## config.mk

```make
export PLATFORM = sky130hd
export DESIGN_NAME = keypad_matrix_scanner_flat
export DESIGN_NICKNAME = d
export VERILOG_FILES = /design/src/hw/rtl/kms_pkg.sv /design/src/hw/rtl/kms_if.sv /design/src/hw/rtl/keypad_matrix_scanner.sv /design/src/hw/rtl/kms_core.sv /design/src/flat_wrapper.sv
export SDC_FILE = /design/constraint.sdc
export NUM_CORES = 1
export LEC_CHECK = 0
export ABC_AREA = 1
export BUFFER_PORTS_ARGS = -buffer_cell sky130_fd_sc_hd__buf_2
export CORE_MARGIN = 10
export CORE_UTILIZATION = 25
export CTS_CLUSTER_SIZE = 24
export DETAILED_ROUTE_END_ITERATION = 8
export GPL_TIMING_DRIVEN = 0
export SLEW_MARGIN = 0
export SYNTH_ARGS = -nofsm -noshare
export SYNTH_HDL_FRONTEND = slang
export SYNTH_HIERARCHICAL = 1
export SYNTH_SLANG_ARGS = --single-unit
export TNS_END_PERCENT = 20
```

## constraint.sdc

```tcl
create_clock -name clk -period 8.03 [get_ports clk]
set_clock_uncertainty 0.2 [all_clocks]
set_input_delay 0.4015 -clock clk [delete_from_list [all_inputs] [get_ports clk]]
set_output_delay 0.4015 -clock clk [all_outputs]
set_load 0.005 [all_outputs]
```

## src/hw/rtl/kms_pkg.sv

```systemverilog
`default_nettype none

package kms_pkg;

    localparam int ROWS = 4;
    localparam int COLS = 3;

    localparam logic [2:0]  COL_IDLE       = 3'b111;
    localparam logic [3:0]  ROW_ALL_LOW    = 4'b0000;
    localparam logic [3:0]  ROW_MASK       = 4'b1111;
    localparam logic [15:0] DEBOUNCE_RESET = 16'd20;

    localparam logic [1:0] MODE_TICK         = 2'd0;
    localparam logic [1:0] MODE_READ         = 2'd1;
    localparam logic [1:0] MODE_READ_TIMEOUT = 2'd2;

    localparam logic [1:0] STATUS_NONE     = 2'd0;
    localparam logic [1:0] STATUS_KEY      = 2'd1;
    localparam logic [1:0] STATUS_NOT_IDLE = 2'd2;
    localparam logic [1:0] STATUS_TIMEOUT  = 2'd3;

    localparam logic [6:0] CHAR_NOT_IDLE = 7'h45;
    localparam logic [6:0] CHAR_TIMEOUT  = 7'h54;
    localparam logic [6:0] CHAR_UNKNOWN  = 7'h3f;
    localparam logic [3:0] KEY_CODE_MAX  = 4'd11;

    typedef struct packed {
        logic [1:0]  mode;
        logic [2:0]  col_levels;
        logic [15:0] timeout_ms;
    } kms_item_t;

    typedef struct packed {
        logic [3:0] row_drive;
        logic       done_res;
        logic [1:0] status;
        logic [3:0] key_code;
        logic [6:0] key_char;
        logic       busy_res;
    } kms_result_t;

    // fixed telephone-style keymap, row major
    function automatic logic [6:0] kms_key_char(input logic [3:0] code);
        logic [6:0] ch;
        case (code)
            4'd0:    ch = 7'h31;
            4'd1:    ch = 7'h32;
            4'd2:    ch = 7'h33;
            4'd3:    ch = 7'h34;
            4'd4:    ch = 7'h35;
            4'd5:    ch = 7'h36;
            4'd6:    ch = 7'h37;
            4'd7:    ch = 7'h38;
            4'd8:    ch = 7'h39;
            4'd9:    ch = 7'h2a;
            4'd10:   ch = 7'h30;
            4'd11:   ch = 7'h23;
            default: ch = CHAR_UNKNOWN;
        endcase
        return ch;
    endfunction

endpackage

`default_nettype wire

```

## src/hw/rtl/kms_if.sv

```systemverilog
`default_nettype none

interface kms_sample_if;
    logic        valid;
    logic        ready;
    logic [1:0]  mode;
    logic [2:0]  col_levels;
    logic [15:0] timeout_ms;

    modport source (output valid, output mode, output col_levels, output timeout_ms,
                    input ready);
    modport sink   (input valid, input mode, input col_levels, input timeout_ms,
                    output ready);
endinterface

interface kms_result_if;
    logic       valid;
    logic       ready;
    logic [3:0] row_drive;
    logic       done_res;
    logic [1:0] status;
    logic [3:0] key_code;
    logic [6:0] key_char;
    logic       busy_res;

    modport source (output valid, output row_drive, output done_res, output status,
                    output key_code, output key_char, output busy_res, input ready);
    modport sink   (input valid, input row_drive, input done_res, input status,
                    input key_code, input key_char, input busy_res, output ready);
endinterface

`default_nettype wire

```

## src/hw/rtl/keypad_matrix_scanner.sv

```systemverilog
// keypad matrix scanner for a 4x3 key matrix
// sample: one transaction per 1 ms tick with mode, sampled column levels and
//   the press timeout; mode 1 starts a read, mode 2 a read with timeout,
//   anything else is a plain tick
// result: one transaction per sample with the row levels to drive before the
//   next sample, a done flag, status, key code, key character and busy flag
// cfg_we / cfg_wdata: writes the debounce length in ticks
// path: a sample accepted into the input register passes through the core logic
//   into the result register, which drives the result channel
// throughput: one sample per cycle while results are taken; the per-tick state
//   update is a single pass of logic between the two registers
// reset: the scanner goes idle, all counters clear and the debounce length
//   returns to 20 ticks; rows are driven low between requests
// stall: a held result keeps its register; the input register still takes
//   one more sample, then sample ready drops until the result is taken
`default_nettype none

module keypad_matrix_scanner
    import kms_pkg::*;
(
    input  wire logic        clk,
    input  wire logic        rst_n,
    kms_sample_if.sink       sample,
    kms_result_if.source     result,
    input  wire logic        cfg_we,
    input  wire logic [15:0] cfg_wdata
);

    logic        in_valid_reg, in_valid_next;
    kms_item_t   in_item_reg;
    logic        out_valid_reg, out_valid_next;
    kms_result_t out_res_reg;
    logic [15:0] debounce_reg;

    logic        advance;
    logic        take;
    kms_result_t step_res;

    assign advance        = in_valid_reg && (!out_valid_reg || result.ready);
    assign sample.ready   = !in_valid_reg || advance;
    assign take           = sample.valid && sample.ready;
    assign in_valid_next  = take || (in_valid_reg && !advance);
    assign out_valid_next = advance || (out_valid_reg && !result.ready);

    kms_core u_core (
        .clk            (clk),
        .rst_n          (rst_n),
        .step_en        (advance),
        .item           (in_item_reg),
        .debounce_ticks (debounce_reg),
        .res            (step_res)
    );

    always_ff @(posedge clk or negedge rst_n)
    begin
        if (!rst_n)
        begin
            in_valid_reg  <= 1'b0;
            out_valid_reg <= 1'b0;
            debounce_reg  <= DEBOUNCE_RESET;
        end
        else
        begin
            in_valid_reg  <= in_valid_next;
            out_valid_reg <= out_valid_next;
            if (cfg_we)
                debounce_reg <= cfg_wdata;
        end
    end

    always_ff @(posedge clk)
    begin
        if (take)
        begin
            in_item_reg.mode       <= sample.mode;
            in_item_reg.col_levels <= sample.col_levels;
            in_item_reg.timeout_ms <= sample.timeout_ms;
        end
        if (advance)
            out_res_reg <= step_res;
    end

    assign result.valid     = out_valid_reg;
    assign result.row_drive = out_res_reg.row_drive;
    assign result.done_res  = out_res_reg.done_res;
    assign result.status    = out_res_reg.status;
    assign result.key_code  = out_res_reg.key_code;
    assign result.key_char  = out_res_reg.key_char;
    assign result.busy_res  = out_res_reg.busy_res;

endmodule

`default_nettype wire

```

## src/hw/rtl/kms_core.sv

```systemverilog
`default_nettype none

module kms_core
    import kms_pkg::*;
(
    input  wire logic        clk,
    input  wire logic        rst_n,
    input  wire logic        step_en,
    input  wire kms_item_t   item,
    input  wire logic [15:0] debounce_ticks,
    output kms_result_t      res
);

    typedef enum logic [2:0] {
        PH_IDLE,
        PH_WAIT_PRESS,
        PH_SETTLE_PRESS,
        PH_SCAN,
        PH_WAIT_RELEASE,
        PH_SETTLE_RELEASE
    } phase_t;

    phase_t      phase_reg, phase_next;
    logic [15:0] settle_reg, settle_next;
    logic [15:0] elapsed_reg, elapsed_next;
    logic [15:0] limit_reg, limit_next;
    logic        limit_en_reg, limit_en_next;
    logic [1:0]  col_reg, col_next;
    logic [1:0]  scan_row_reg, scan_row_next;
    logic [1:0]  found_row_reg, found_row_next;

    logic        cols_idle;
    logic [1:0]  high_low_col;
    logic [1:0]  scan_row_inc;
    logic [15:0] settle_inc;
    logic [15:0] elapsed_inc;
    logic [3:0]  code;

    assign cols_idle    = (item.col_levels == COL_IDLE);
    assign scan_row_inc = scan_row_reg + 2'd1;
    assign settle_inc   = settle_reg + 16'd1;
    assign elapsed_inc  = elapsed_reg + 16'd1;
    assign code         = ({2'b00, found_row_reg} << 1) + {2'b00, found_row_reg}
                          + {2'b00, col_reg};

    // highest-numbered low column wins
    always_comb
    begin
        priority if (!item.col_levels[2])
            high_low_col = 2'd2;
        else if (!item.col_levels[1])
            high_low_col = 2'd1;
        else
            high_low_col = 2'd0;
    end

    always_comb
    begin
        phase_next     = phase_reg;
        settle_next    = settle_reg;
        elapsed_next   = elapsed_reg;
        limit_next     = limit_reg;
        limit_en_next  = limit_en_reg;
        col_next       = col_reg;
        scan_row_next  = scan_row_reg;
        found_row_next = found_row_reg;
        res            = '0;
        res.row_drive  = ROW_ALL_LOW;

        unique case (phase_reg)
            PH_WAIT_PRESS:
            begin
                if (!cols_idle)
                begin
                    settle_next = '0;
                    phase_next  = PH_SETTLE_PRESS;
                end
                else if (limit_en_reg)
                begin
                    elapsed_next = elapsed_inc;
                    if (elapsed_inc >= limit_reg)
                    begin
                        res.done_res = 1'b1;
                        res.status   = STATUS_TIMEOUT;
                        res.key_char = CHAR_TIMEOUT;
                        phase_next   = PH_IDLE;
                    end
                end
            end
            PH_SETTLE_PRESS:
            begin
                if (settle_reg < debounce_ticks)
                    settle_next = settle_inc;
                else
                begin
                    col_next      = high_low_col;
                    scan_row_next = '0;
                    phase_next    = PH_SCAN;
                    res.row_drive = ROW_MASK & ~4'b0001;
                end
            end
            PH_SCAN:
            begin
                if (!item.col_levels[col_reg])
                begin
                    found_row_next = scan_row_reg;
                    phase_next     = PH_WAIT_RELEASE;
                end
                else if (scan_row_reg == 2'(ROWS - 1))
                begin
                    found_row_next = '0;
                    phase_next     = PH_WAIT_RELEASE;
                end
                else
                begin
                    scan_row_next = scan_row_inc;
                    res.row_drive = ROW_MASK & ~(4'b0001 << scan_row_inc);
                end
            end
            PH_WAIT_RELEASE:
            begin
                if (cols_idle)
                begin
                    settle_next = '0;
                    phase_next  = PH_SETTLE_RELEASE;
                end
            end
            PH_SETTLE_RELEASE:
            begin
                if (settle_reg < debounce_ticks)
                    settle_next = settle_inc;
                else
                begin
                    res.done_res = 1'b1;
                    res.status   = STATUS_KEY;
                    res.key_code = code;
                    res.key_char = kms_key_char(code);
                    phase_next   = PH_IDLE;
                end
            end
            default:
            begin
                if (item.mode == MODE_READ)
                begin
                    if (!cols_idle)
                    begin
                        res.done_res = 1'b1;
                        res.status   = STATUS_NOT_IDLE;
                        res.key_char = CHAR_NOT_IDLE;
                    end
                    else
                    begin
                        limit_en_next = 1'b0;
                        elapsed_next  = '0;
                        phase_next    = PH_WAIT_PRESS;
                    end
                end
                else if (item.mode == MODE_READ_TIMEOUT)
                begin
                    if (item.timeout_ms == '0)
                    begin
                        res.done_res = 1'b1;
                        res.status   = STATUS_TIMEOUT;
                        res.key_char = CHAR_TIMEOUT;
                    end
                    else
                    begin
                        limit_en_next = 1'b1;
                        limit_next    = item.timeout_ms;
                        elapsed_next  = '0;
                        phase_next    = PH_WAIT_PRESS;
                    end
                end
            end
        endcase

        res.busy_res = (phase_next != PH_IDLE);
    end

    always_ff @(posedge clk or negedge rst_n)
    begin
        if (!rst_n)
        begin
            phase_reg     <= PH_IDLE;
            settle_reg    <= '0;
            elapsed_reg   <= '0;
            limit_reg     <= '0;
            limit_en_reg  <= 1'b0;
            col_reg       <= '0;
            scan_row_reg  <= '0;
            found_row_reg <= '0;
        end
        else if (step_en)
        begin
            phase_reg     <= phase_next;
            settle_reg    <= settle_next;
            elapsed_reg   <= elapsed_next;
            limit_reg     <= limit_next;
            limit_en_reg  <= limit_en_next;
            col_reg       <= col_next;
            scan_row_reg  <= scan_row_next;
            found_row_reg <= found_row_next;
        end
    end

endmodule

`default_nettype wire

```

## src/flat_wrapper.sv

```systemverilog
// flat-port wrapper written by rule: the top's interface ports become plain ports
module keypad_matrix_scanner_flat import kms_pkg::*;
  (clk, rst_n, cfg_we, cfg_wdata, sample_valid, sample_mode, sample_col_levels, sample_timeout_ms, sample_ready, result_valid, result_row_drive, result_done_res, result_status, result_key_code, result_key_char, result_busy_res, result_ready);
  kms_sample_if sample_i ();
  kms_result_if result_i ();
  input  wire logic clk;
  input  wire logic rst_n;
  input  wire logic cfg_we;
  input  wire logic [15:0] cfg_wdata;
  input wire logic [$bits(sample_i.valid)-1:0] sample_valid;
  input wire logic [$bits(sample_i.mode)-1:0] sample_mode;
  input wire logic [$bits(sample_i.col_levels)-1:0] sample_col_levels;
  input wire logic [$bits(sample_i.timeout_ms)-1:0] sample_timeout_ms;
  output wire logic [$bits(sample_i.ready)-1:0] sample_ready;
  output wire logic [$bits(result_i.valid)-1:0] result_valid;
  output wire logic [$bits(result_i.row_drive)-1:0] result_row_drive;
  output wire logic [$bits(result_i.done_res)-1:0] result_done_res;
  output wire logic [$bits(result_i.status)-1:0] result_status;
  output wire logic [$bits(result_i.key_code)-1:0] result_key_code;
  output wire logic [$bits(result_i.key_char)-1:0] result_key_char;
  output wire logic [$bits(result_i.busy_res)-1:0] result_busy_res;
  input wire logic [$bits(result_i.ready)-1:0] result_ready;
  assign sample_i.valid = sample_valid;
  assign sample_i.mode = sample_mode;
  assign sample_i.col_levels = sample_col_levels;
  assign sample_i.timeout_ms = sample_timeout_ms;
  assign sample_ready = sample_i.ready;
  assign result_valid = result_i.valid;
  assign result_row_drive = result_i.row_drive;
  assign result_done_res = result_i.done_res;
  assign result_status = result_i.status;
  assign result_key_code = result_i.key_code;
  assign result_key_char = result_i.key_char;
  assign result_busy_res = result_i.busy_res;
  assign result_i.ready = result_ready;
  keypad_matrix_scanner u_core (.clk(clk), .rst_n(rst_n), .sample(sample_i), .result(result_i), .cfg_we(cfg_we), .cfg_wdata(cfg_wdata));
endmodule
```

* Word-level counts from Yosys, hierarchy flattened
Memory sizes are Yosys's and may differ from the RTL's.
Cells that the tools add are included.
** Storage, ports and cells
- Bits in registers :: 116
- Memory bits (read-only) :: 80
- Bits of input ports :: 42
- Output and inout port bits :: 21
- Memories kept :: 1
** Memory list
- (name not given) :: depth 16, width 5, rd ports 1, clocked after memory_dff 0, wr ports 0, line kms_pkg.sv:45 : case (code)
** Cells by class
- Add/sub/neg operators :: 5
- Magnitude comparators :: 3
- Equality and inequality tests :: 21
- Shift operators :: 1
- Mux-type cells :: 58
- Bitwise gates (word level) :: 7
- Reduce and logical (&&, ||, !) cells :: 30
** Operator list (count)
- 2-to-1 mux 16 bit :: 8
- 2-to-1 mux 3 bit :: 19
- 2-to-1 mux 7 bit :: 7
- one-hot mux 16 bit (3 select lines) :: 1
- adder 16 x 1 -> 16 bit, second input constant :: 2
- one-hot mux 16 bit (2 select lines) :: 1
- one-hot mux 7 bit (3 select lines) :: 1
- AND reduction 5 bit :: 4
- != test 2 bit, second input constant :: 9
- >= comparator 16 bit :: 1
- zero test 16 bit :: 1
- < comparator 16 bit :: 1
- one-hot mux 3 bit (5 select lines) :: 1
- 2-to-1 mux 14 bit :: 1
- 2-to-1 mux 2 bit :: 6
- 2-to-1 mux 4 bit :: 3
- == test 3 bit, second input constant :: 3
- one-hot mux 3 bit (3 select lines) :: 1
- nonzero test 3 bit :: 3
- one-hot mux 4 bit (2 select lines) :: 1
- AND reduction 7 bit :: 1
- == test 3 x 2 -> 1 bit, second input constant :: 2
- 2-to-1 mux 1 bit :: 6
- inverter 1 bit :: 6
- other kinds (22) :: 36

* Logic depth before layout (Yosys ltp)
Gate-level depths: netlist of the first run.
- Word-level depth :: 7
- Gate-level depth with buffers :: 23
- Depth with buffers taken out :: 23

* Cells and area by module
Netlist of the first run, hierarchy kept.
** By module, submodules not included
- kms_core :: instances 1, cells an instance 631, area an instance 4465.5 sq um, seq. area each 1451.4 sq um
- keypad_matrix_scanner :: instances 1, cells an instance 119, area an instance 1943.1 sq um, seq. area each 1654.1 sq um

* Worst setup path after synthesis of the first run
OpenSTA, ideal clock, no wires.
- Kind :: input-to-reg
- Start point :: input port result_ready
- End point :: register u_core.u_core.elapsed_reg[13]
- Library setup time :: 118 ps
- Arrival :: 2805 ps
- Data required time :: 7712 ps
- Setup slack :: 4907 ps
- Cell stages on the path :: 8
- Cells stage by stage :: inv_1 > a21oi_1 > inv_1 > nor3_2 > nand3_2 > buf_2 > nand3_1 > nand2_1
** On the way
- Longest elaborated chain between the ends :: 3
** Ends and longest elaborated chain
- from (decl) :: line flat_wrapper.sv:22 : input wire logic [$bits(result_i.ready)-1:0] result_ready;
- logical OR 1 bit :: line keypad_matrix_scanner.sv:39 : assign advance = in_valid_reg && (!out_valid_reg || result.ready);
- logical AND 1 bit :: line keypad_matrix_scanner.sv:39
- net u_core.advance :: line keypad_matrix_scanner.sv:35 : logic advance;
- AND reduction 7 bit (no source line)
- to (signal assigned) :: line kms_core.sv:197 : elapsed_reg <= elapsed_next;
- to (decl) :: line kms_core.sv:25 : logic [15:0] elapsed_reg, elapsed_next;
The timed path passes the listed nets, and every way through them passes these cells.
A chain may end at the register's enable or synchronous reset.

==> reports/metrics.cfg, run 1 <==
[logic_synthesis]
async_flop_share_pct = 65.52
synthTopCellsByArea = dfrtp_1 29%, edfxtp_1 19%, nand2_1 9.6%
synth_top_family_by_area = simple AND/OR/NAND/NOR gates
muxShareOfSynthArea_pct = 0
yosysTopAreaCellShare_pct = 28.89
synth_common_cells = 164 x nand2_1, 146 x inv_1, 74 x dfrtp_1, 49 x nor2_1, 48 x o21ai_0
syn_area_um2 = 6409
yosysTopAreaCell = dfrtp_1
synthCells = 750
yosysWarnings = 6
synth_cell_types = 43
synthesis.nets = 837
synth.most_common_cell = nand2_1
synth_ff_type = dfrtp_1
synth-seq-area-share_pct = 48.46
yosys.area_share.simple_pct = 21.05
synth_compound_area_share_pct = 8.278
synth_edf_count = 40
ys_ff_latch = 116
synth_xor_area_share_pct = 2.850
avgSynthCellArea_um2 = 8.545
synth_fa_ha_area_share_pct = 9.020

[floorplan]
dieArea_um2 = 32440
rows = 58
start_util_pct = 25.45
die_h_um = 180.1
coreArea_um2 = 25180
chipWidth_um = 180.1
ioPinCount = 63

[timing]
worstMarginPinSlew_ns = 0.9124
maxSlewHeadroom_pct = 39.10
setup-violations-final = 0
slew_violations = 0
clock.fmax_ghz = 0.3020
period_needed_ns = 3.311
rsz0062_at_grt = false
hold_viol_final = 0
fin_tns_setup_ns = 0
fin_crit_sh_pct = 41.24

[layout]
fillCellCount = 2577
diodes = 0
fin_nets = 954
syn2layout_area_growth_pct = 26.16
drive_gt1_share_pct = 15.00
largest_register_ff_count = 21
layout.cells.non_filler = 1210
fin_util_pct = 32.11

[grt]
grt_usage_pct = 9.314
overflow = 0
antenna_found_initial = 0
grt_busiest_layer = met2
grtUsageMet2_pct = 15.51
met1_usage_pct = 11.12
grt_pass1_wl_mm = 25.01
grt_max_degree = 56
grt_pass1_vias = 5156
globalRouteMet3Util_pct = 2.510

[detailed_routing]
remaining_drc_errors = 0
routed_wl_mm = 14.55
drt_iter0_drc = 294
vias = 5092
routedWlPerCell_um = 12.03
first_pass_iters = 4
detail-route-antenna-nets = 0
vias_per_cell = 4.208

[clock_tree]
cts_htree_levels = 4
clk_latency_ns = 0.41
cts_root_buf = clkbuf_16
clk_pin_slew_worst_paths_ns = 0.06
cts_resized = 0
clk_path_buf_depth = 2
numCtsBuffers = 17
clock-sinks = 116
tritoncts = built

[pwr]
peakVddDrop_uv = 109.0
p_per_area_nw_per_um2 = 267.2
total_power_mw = 2.160
leakage_nw = 3.998

[run]
drv_cap = 0

[place]
io_buffers = 62
dpl.hpwl_mm = 10.78
gp_congestion = 0.8434
dp_cells = 1144

[worst_setup_path]
max_stage_delay_ns = 0.42
crit_buf_inv = 2
critPathSlowestCell = dfrtp_1
worstPathCellList = ha_1, nand2_1, inv_2, nand3_2, nor3_2, nand2_2, nor3b_4, nand3_1, nand2_1, nand2_1, ha_1, nand2_1, o21ai_0, a21oi_1, nand2_1, nand3_1, nand2_1, buf_4
path_delay_family = simple AND/OR/NAND/NOR gates
crit_top_cell = nand2_1
critPathLaunchType = flip-flop
crit_fanout = 5
crit_type = flip-flop to flip-flop
crit_path_end_kind = flip-flop
crit_required_ns = 8.00
crit_arrival_ns = 3.28

[hold_path]
min_path_type = input pin to flip-flop

[run_status]
outcome = complete, no violations

==> cell type report <==
cell class | instances | area [um^2] | area share [%]
Inverter | 151 | 566.8 | 7.010
Sequential cell | 116 | 3105 | 38.41
Buffer | 15 | 96.34 | 1.192
Clock buffer | 21 | 450.4 | 5.571
Tap cell | 330 | 412.9 | 5.107
Timing Repair Buffer | 98 | 695.7 | 8.604
Clock inverter | 11 | 113.9 | 1.408
Multi-Input combinational cell | 468 | 2644 | 32.70
==> placed cells by master (no fill, tap or decap), types with 5 or more instances in the layout <==
| cell | count |
|---|---|
| nand2_1 | 164 |
| inv_1 | 146 |
| dfrtp_1 | 74 |
| buf_2 | 66 |
| nor2_1 | 49 |
| o21ai_0 | 48 |
| ha_1 | 43 |
| nand3_1 | 42 |
| edfxtp_1 | 40 |
| dlygate4sd3_1 | 34 |
| a21oi_1 | 19 |
| o21ai_1 | 18 |
| clkbuf_16 | 17 |
| xor2_1 | 17 |
| nand4_1 | 13 |
| nor3_1 | 11 |
| clkbuf_1 | 7 |
| clkinvlp_4 | 5 |
==> final timing paths <==
check,from,endpoint,slack [ns],cells past startpoint
min in group asynchronous,rst_n,u_core/debounce_reg[1],0.24,2
min,cfg_wdata[6],u_core/debounce_reg[6],0.009,3
max,u_core/u_core/elapsed_reg[0],u_core/result.status[1],4.72,18
min reg2reg,u_core/debounce_reg[2],u_core/debounce_reg[2],0.27,2
max reg2reg,u_core/u_core/elapsed_reg[0],u_core/result.status[1],4.72,18
max in group asynchronous,rst_n,u_core/u_core/settle_reg[5],6.83,3
==> timing repair <==
item / CTS / global route
endpoints found under the hold margin: 54 / 0
setup buffers: 0 / 0
hold buffers: 34 / 0
==> per-stage QoR <==
step	hold WS [ns]	setup slack [ns]	instance area, um^2
after floorplan	-0.09409	4.907	6409
after global placement	0.2539	3.732	7132
after detailed placement	0.1283	4.732	7181
after CTS	0.0002225	4.717	8085
after global routing	0.003103	4.343	8085
final	0.009326	4.719	8085
==> cells by family after synthesis <==
group / after synthesis
flops: 116
fa+ha+maj: 45
compound gates: 99
xor+xnor: 20
buf+inv: 166
simple gates: 304
==> where the power goes <==
group / internal, mW / switching [mW]
clock: 0.460 / 0.261
sequential: 0.738 / 0.0995
combinational: 0.233 / 0.369
==> layer usage <==
metal,wire length (um),share of wire [%]
met1,6745,46
met2,6951,48
met3,609,4.2
met4,246,1.7
met5,0,0
==> worst register-to-register path, cell delays in order, from the launching register on <==
cell and delay [ns]:
dfrtp_1 0.42, ha_1 0.22, nand2_1 0.08, inv_2 0.06
nand3_2 0.08, nor3_2 0.17, nand2_2 0.11, nor3b_4 0.27
nand3_1 0.10, nand2_1 0.07, nand2_1 0.07, ha_1 0.28
nand2_1 0.11, o21ai_0 0.11, a21oi_1 0.15, nand2_1 0.14
nand3_1 0.19, nand2_1 0.10, buf_4 0.14
No activity file was read; power rests on OpenSTA's default activity.
==> run 2: changes to the inputs <==
==> constraint.sdc (replaced) <==
create_clock -name clk -period 3.1 [get_ports clk]
set_clock_uncertainty 0.2 [all_clocks]
set_input_delay 0.155 -clock clk [delete_from_list [all_inputs] [get_ports clk]]
set_output_delay 0.155 -clock clk [all_outputs]
set_load 0.005 [all_outputs]
==> reports/metrics.cfg, run 2 (synthesis gave the netlist of run 1 again) <==
[timing]
worstMarginPinSlew_ns = 0.9707
hold_viol_final = 0
setup-violations-final = 0
rsz0062_at_grt = true
hold_slack_ns = 0.08075
setup_slack_ns = 0.008856
fin_tns_setup_ns = 0
slew_violations = 0
fin_crit_sh_pct = 99.71
maxSlewHeadroom_pct = 35.22
clock.fmax_ghz = 0.3235
period_needed_ns = 3.091

[layout]
fin_util_pct = 34.52
fin_nets = 1001
mostFrequentLayoutCell = nand2_1
layout.cells.non_filler = 1257
largest_register_ff_count = 21
diodes = 0
drive_gt1_share_pct = 17.04
stdcell_area_um2 = 8693
final_cell_mix = 161 x nand2_1, 146 x inv_1, 74 x dlygate4sd3_1, 74 x dfrtp_1, 66 x buf_2
syn2layout_area_growth_pct = 35.65

[grt]
grt_max_degree = 57
grt_pass1_wl_mm = 26.65
antenna_found_initial = 0
grt_usage_pct = 9.979
grt_pass1_vias = 5393
overflow = 0

[worst_setup_path]
reg2reg_from = u_core/u_core/elapsed_reg[1]
crit_type = flip-flop to flip-flop
crit_fanout = 3
crit_path_start = u_core/u_core/elapsed_reg[1]
worstPathCellList = ha_2, nand2_1, inv_2, nand3_4, nor3_4, nand2_2, nor3b_4, nand3_1, nand2_1, nand2_2, ha_4, nand2_4, nor3_2, nand2_1, nand2_2, nand2_1, nand2_1, nand2_1, nor2_2, nand3_1
crit_path_end_kind = flip-flop
critPathSlowestCell = dfrtp_1
crit_top_cell = nand2_1
max_stage_delay_ns = 0.35
critPathLaunchType = flip-flop
crit_buf_inv = 1
crit_arrival_ns = 3.05
crit_required_ns = 3.06
path_delay_family = simple AND/OR/NAND/NOR gates

[pwr]
clkPwrFrac_pct = 34.7
peakVddDrop_uv = 294.0
seqPwrFrac_pct = 37.0
combPwrFrac_pct = 28.3
p_sw_mw = 2.007
p_per_area_nw_per_um2 = 675.4
leakage_nw = 4.247
p_sw_share_pct = 34.19
p_int_mw = 3.864
total_power_mw = 5.872

[detailed_routing]
drt_iter0_drc = 342
vias_per_cell = 4.246
detail-route-antenna-nets = 0
routed_wl_mm = 15.74
first_pass_iters = 4
vias = 5337
routedWlPerCell_um = 12.52
remaining_drc_errors = 0

[clock_tree]
clk_latency_ns = 0.42
clk_path_buf_depth = 2
cts_htree_levels = 4
numCtsBuffers = 17
clock-sinks = 116
tritoncts = built
clk_pin_slew_worst_paths_ns = 0.06
cts_root_buf = clkbuf_16

[floorplan]
die_h_um = 180.1
coreArea_um2 = 25180
dieArea_um2 = 32440
start_util_pct = 25.45
chipWidth_um = 180.1
rows = 58
ioPinCount = 63

[place]
dpl.hpwl_mm = 10.81
place_area_um2 = 7166
dp_cells = 1143
gp_congestion = 0.8561
io_buffers = 62
dp_slack_ns = -0.2084

[run]
drv_cap = 0

[run_status]
outcome = complete, no violations

[hold_path]
min_path_type = input pin to asynchronous set/reset pin

==> run 2: area by class of cell <==
cell class              instances  area, um^2
clock buffers                  18       439.2
repair buffers                145        1141
clock inverters                14       173.9
fillers                      2528       16490
multi-input cells             468        2758
well taps                     330       412.9
flip-flops and latches        116        3105
inverters                     151       566.8
plain buffers                  15       96.34
==> run 2: metal layers <==
metal | part of all wire, % | track usage [%] | vias up
li1 | - | - | 2736
met2 | 51 | 17.34 | 104
met4 | 1.6 | 3.675 | 0
met1 | 44 | 11.39 | 2481
met3 | 4.0 | 2.871 | 16
met5 | 0 | 0 | -
==> run 2: path summary, 6_finish.rpt <==
kind                       slack, ns  depth (start not counted)                          end
hold reg to reg                 0.28                          2   u_core/u_core/limit_reg[4]
max in group asynchronous       1.36                          3  u_core/u_core/settle_reg[4]
setup reg to reg               0.009                         20       u_core/result.busy_res
hold / removal                  0.08                          2       u_core/debounce_reg[4]
setup / recovery               0.009                         20       u_core/result.busy_res
min in group clk                0.24                          2        u_core/in_item_reg[6]
==> run 2: repair_timing <==
item | 4_1_cts | 5_1_grt
hold buffers | 74 | 0
pin swaps | 4 | 12
buffers inserted | 4 | 4
gates cloned | 0 | 0
resized for setup | 8 | 16
hold endpoints to repair | 115 | 0
endpoints found under the setup margin | 38 | 8
==> run 2: power groups by stage <==
stage | combinational [mW] | clock (mW) | sequential (mW)
detailed placement | 1.54 | 0 | 2.19
finish | 1.66 | 2.04 | 2.17
CTS | 1.65 | 2.10 | 2.17
global placement | 1.49 | 0 | 2.19
global route | 1.96 | 2.16 | 2.22
floorplan | 1.14 | 0 | 2.12
